<file path="src/rtl/epp_pkg.sv">
// Package for the Euler pose point transform block.
// Types, fixed-point constants, the arctangent table and saturation helper.
// No dependencies.
`default_nettype none
package epp_pkg;

  typedef enum logic [4:0] {
    S_IDLE,
    S_PT_MUL,
    S_PT_ACC,
    S_PT_OUT,
    S_IN_MAX,
    S_IN_CHK,
    S_IN_SHR,
    S_IN_SHL,
    S_SQ_MUL,
    S_SQ_ACC,
    S_SQRT,
    S_DIV_INIT,
    S_DIV,
    S_SCL_MUL,
    S_SCL_ADD,
    S_RED_INIT,
    S_RED,
    S_FOLD1,
    S_FOLD2,
    S_ZRND,
    S_CORDIC,
    S_SC_STORE,
    S_MX_MUL,
    S_MX_ACC,
    S_DONE
  } state_t;

  // one queued item; v holds the point (0..2) or the six increments
  typedef struct packed {
    logic             inc;
    logic [5:0][31:0] v;
  } item_t;

  localparam logic [3:0] REG_INIT_X     = 4'd0;
  localparam logic [3:0] REG_INIT_Y     = 4'd1;
  localparam logic [3:0] REG_INIT_Z     = 4'd2;
  localparam logic [3:0] REG_INIT_ROLL  = 4'd3;
  localparam logic [3:0] REG_INIT_PITCH = 4'd4;
  localparam logic [3:0] REG_INIT_YAW   = 4'd5;
  localparam logic [3:0] REG_TRANS_STEP = 4'd6;
  localparam logic [3:0] REG_ROT_STEP   = 4'd7;

  localparam logic signed [31:0] ONE_Q30   = 32'sd1073741824;
  localparam logic signed [33:0] GAIN_Q30  = 34'sd652032874;
  localparam logic [59:0]        TWO_PI    = 60'h06487ED5110B461;
  localparam logic signed [60:0] PI_Q52    = 61'sh03243F6A8885A31;
  localparam logic signed [60:0] HPI_Q52   = 61'sh01921FB54442D18;
  localparam logic [31:0]        STEP_ONE  = 32'd16777216;

  function automatic logic signed [33:0] atan_q30(input logic [4:0] i);
    logic signed [33:0] a;
    case (i)
      5'd0:  a = 34'sd843314856;
      5'd1:  a = 34'sd497837829;
      5'd2:  a = 34'sd263043836;
      5'd3:  a = 34'sd133525158;
      5'd4:  a = 34'sd67021686;
      5'd5:  a = 34'sd33543515;
      5'd6:  a = 34'sd16775850;
      5'd7:  a = 34'sd8388437;
      5'd8:  a = 34'sd4194282;
      5'd9:  a = 34'sd2097149;
      default: a = 34'sd1 <<< (30 - i);
    endcase
    return a;
  endfunction

  function automatic logic signed [31:0] sat32(input logic signed [71:0] v);
    logic signed [31:0] r;
    if (v > 72'sd2147483647) r = 32'sh7FFFFFFF;
    else if (v < -72'sd2147483648) r = 32'sh80000000;
    else r = v[31:0];
    return r;
  endfunction

endpackage
`default_nettype wire

</file>
<file path="src/rtl/epp_front.sv">
// Front end of the Euler pose point transform: a two-entry item queue.
// Sorts the payload by kind so the back end sees one vector. Uses epp_pkg.
`default_nettype none
module epp_front (
  input  wire logic          clk,
  input  wire logic          rst,
  input  wire logic          push,
  output logic               full,
  input  wire logic          kind,
  input  wire logic [31:0]   point_x,
  input  wire logic [31:0]   point_y,
  input  wire logic [31:0]   point_z,
  input  wire logic [31:0]   inc_x,
  input  wire logic [31:0]   inc_y,
  input  wire logic [31:0]   inc_z,
  input  wire logic [31:0]   inc_roll,
  input  wire logic [31:0]   inc_pitch,
  input  wire logic [31:0]   inc_yaw,
  output logic               q_valid,
  output epp_pkg::item_t     q_item,
  input  wire logic          q_pop
);

  epp_pkg::item_t slot [2];
  epp_pkg::item_t wr_item;
  logic       wr_ptr, rd_ptr;
  logic [1:0] count;
  logic       do_push, do_pop;

  assign full    = (count == 2'd2);
  assign q_valid = (count != 2'd0);
  assign q_item  = slot[rd_ptr];
  assign do_push = push && !full;
  assign do_pop  = q_pop && q_valid;

  always_comb begin
    wr_item.inc = kind;
    if (kind) begin
      wr_item.v = {inc_yaw, inc_pitch, inc_roll, inc_z, inc_y, inc_x};
    end else begin
      wr_item.v = {96'd0, point_z, point_y, point_x};
    end
  end

  always_ff @(posedge clk) begin
    if (rst) begin
      wr_ptr <= 1'b0;
      rd_ptr <= 1'b0;
      count  <= 2'd0;
    end else begin
      if (do_push) begin
        wr_ptr <= !wr_ptr;
      end
      if (do_pop) begin
        rd_ptr <= !rd_ptr;
      end
      case ({do_push, do_pop})
        2'b10:   count <= count + 2'd1;
        2'b01:   count <= count - 2'd1;
        default: count <= count;
      endcase
    end
  end

  always_ff @(posedge clk) begin
    if (do_push) begin
      slot[wr_ptr] <= wr_item;
    end
  end

endmodule
`default_nettype wire

</file>
<file path="config.mk">
export PLATFORM = sky130hd
export DESIGN_NAME = epp_front
export DESIGN_NICKNAME = d
export VERILOG_FILES = /design/src/rtl/epp_pkg.sv /design/src/rtl/epp_front.sv
export SDC_FILE = /design/constraint.sdc
export NUM_CORES = 1
export LEC_CHECK = 0
export BUFFER_PORTS_ARGS = -buffer_cell sky130_fd_sc_hd__buf_2
export CAP_MARGIN = 20
export CORE_AREA = 3 3 190 192
export DETAILED_ROUTE_END_ITERATION = 8
export DIE_AREA = 0 0 193 195
export HOLD_SLACK_MARGIN = 0.03
export PLACE_DENSITY = 0.78
export SLEW_MARGIN = 20
export SYNTH_ARGS = -nofsm -noshare
export SYNTH_HDL_FRONTEND = slang
export SYNTH_SLANG_ARGS = --single-unit
</file>
<file path="constraint.sdc">
create_clock -name clk -period 19 [get_ports clk]
set_input_delay 3.8 -clock clk [delete_from_list [all_inputs] [get_ports clk]]
set_output_delay 3.8 -clock clk [all_outputs]
set_load 0.01 [all_outputs]
</file>
==> results.cfg <==
[outcome]
outcome = complete, no violations

[yosys]
synthMuxAreaShare_pct = 20.5
synth.most_common_cell = edfxtp_1
async_reset_ff_share_pct = 0
yosys-top-cells-count = edfxtp_1 (386), mux2_2 (289), and2_1 (96)
synth_top_area_share_pct = 72.8
synth_top_family_by_area = multiplexers
synthAdderAreaFrac_pct = 0.0786
synth_xor_area_share_pct = 0.165
yosys.area.top_type = edfxtp_1
ys.warnings.count = 0
yosys.area_share.simple_pct = 4.08
netlist_area_mm2 = 0.0159
syn_avg_cell_area_um2 = 19.0
synth-seq-area-share_pct = 73.5
postSynthCellCount = 839
synth_edf_count = 386
yosysUniqueCellTypes = 21
ys_seq_elements = 391
synth_compound_gate_area_share_pct = 0.173
syn_nets = 1133
ys.flop_type = edfxtp_1
synthTopCellsByArea = edfxtp_1 (73%), mux2_2 (20%), and2_1 (3.8%)

[cts]
root_buffer = clkbuf_16
cts_setup_buffers = 0
clockBufferDepth = 3
cts_tree = done
cts_sinks = 391
ctsHoldBuffers = 0
clk_pin_slew_ns = 0.06
cts_buffers = 40
clkLatencyLatePin_ns = 0.51
htreeDepth = 2
cts_resized = 0

[detailed_routing]
viasPerCell = 5.06
wl_per_cell_um = 20.1
wl_mm = 36.6
ant_nets = 0
vias = 9207
drt_iter0_markers = 482
first_pass_iters = 7
drcViolationCount = 0

[timing]
finalMaxSlewViolations = 0
layout_setup_ws_ns = 12.40
max_freq_ghz = 0.151
finalCritPeriodShare_pct = 34.8
finalClockSkew_ns = 0.00957
slew_headroom_pct = 26.7
tightest_slew_ns = 1.10
rsz0062_at_grt = no
setup_tns_ns = 0
fin_crit_ns = 6.60
finalHoldViolations = 0
setup_viol = 0

[place]
gp_congestion = 0.806
dpl_cell_area_mm2 = 0.0187
dp_hpwl_mm = 24.7
numPortBuffers = 487
dp_cells = 1745
preCtsSetupSlack_ns = 12.57

[power]
power_density_mw_per_mm2 = 127
p_leak_uw = 0.00767
max-vdd-ir-drop_v = 0.0000764

[layout]
final_layout_size_suffix_gt1_share_pct = 61.5
utilization_pct = 57.8
syn_to_final_growth_pct = 25.4
final_area_mm2 = 0.0200
fin_nets = 1626
instances_no_fill = 1818

[critical_path]
critPathCaptureType = output port
worstPathArrival_ns = 2.80
path_max_fanout = 79
crit_chain = buf_4 > mux2_2 > buf_2
required_ns = 15.20
cp_top_family = buffers and inverters
critPathKind = reg -> out
crit_buf_inv = 2
cp_slowest_cell = buf_4
worstSetupStartpointType = flop
cp_slowest_stage_delay_ns = 0.91

[floorplanning]
die_y_um = 195
pin_count = 488
core_area_mm2 = 0.0345
initial_core_util_pct = 46.1
rows = 68
dieArea_mm2 = 0.0376
fp.dieW_um = 193

[hold_path]
min_path_type = reg -> reg

[grt]
grt_pass1_vias = 9646
grt.total_usage_pct = 18.4
grt_max_degree = 125
grt_first_pass_wirelength_mm = 53.0
grt-ovfl-total = 0
antenna_found_initial = 6

[job]
max-cap-violations = 0
[cell type report]
type                    instances  area, µm²
clock buffers                  51       1060
diodes                          3       7.51
clock inverters                19        138
fillers                      2683      14600
repair buffers                493       2490
well taps                     455        569
multi-input cells             403       3980
flip-flops and latches        391      11700
inverters                       3       18.8
[metrics by stage]
stage	power, µW	hold slack [ns]
6_report	2530	0.516
5_1_grt	2640	0.531
4_1_cts	2560	0.515
3_5_place_dp	1830	0.506
3_3_place_gp	1810	0.474
2_1_floorplan	1580	0.452
[logic make-up (layout without fill, tap and decap cells)]
| kind of cell | after synthesis | count (layout) |
|---|---|---|
| muxes | 289 | 289 |
| adders and majority gates | 1 | 1 |
| AOI/OAI and AO/OA | 5 | 5 |
| xor gates and xnor gates | 3 | 3 |
| DFF | 391 | 391 |
| buffers and inverters | 45 | 566 |
| and+or+nand+nor | 105 | 105 |
| other | 0 | 3 |
[layer usage]
metal	global-route usage (%)	up-vias	wire, µm
met5	0	-	34
met4	7.55	6	1450
met3	5.40	91	3180
met2	32.6	421	18500
met1	20.7	4488	13400
li1	-	4201	-
[power breakdown]
| part | switching [µW] | internal [µW] | total (µW) |
|---|---|---|---|
| Combinational | 356 | 303 | 659 |
| Sequential | 40.4 | 1100 | 1140 |
| Clock | 304 | 422 | 726 |
| Total | 701 | 1820 | 2530 |
[state kept, by name, summed over array words and instances (netlist names), named ones only]
name / count
wr_ptr: 1
rd_ptr: 1
count: 2
slot: 386
[worst min-delay path, stage by stage (launching register included)]
cell and delay, ns:
dfxtp_1 0.32, xnor2_1 0.08, nor2_1 0.08
[final timing paths]
check	end	slack, ns	startpoint	cells after the start
setup / recovery	q_item[93]	12.40	flop	3
hold / removal	rd_ptr	0.52	rd_ptr	2
setup reg to reg	slot[0][131]	16.00	count[0]	5
hold reg to reg	rd_ptr	0.52	rd_ptr	2
[cell usage in the layout, fill, tap and decap left out, drive strengths merged]
| master | count |
|---|---|
| buf | 493 |
| edfxtp | 386 |
| mux2 | 289 |
| and2 | 96 |
| clkbuf | 51 |
| clkinv | 15 |
| dfxtp | 5 |
| inv | 4 |
| diode | 3 |
| nor2 | 3 |
| or3 | 2 |
| xnor2 | 2 |
| o21ai | 2 |
| a21oi | 2 |
| bufinv | 2 |
| o21a | 1 |
| or2 | 1 |
| nand2b | 1 |
| and3 | 1 |
| nand2 | 1 |
| xor2 | 1 |
| ha | 1 |
| clkinvlp | 1 |
(Power assumes the default switching activity.)
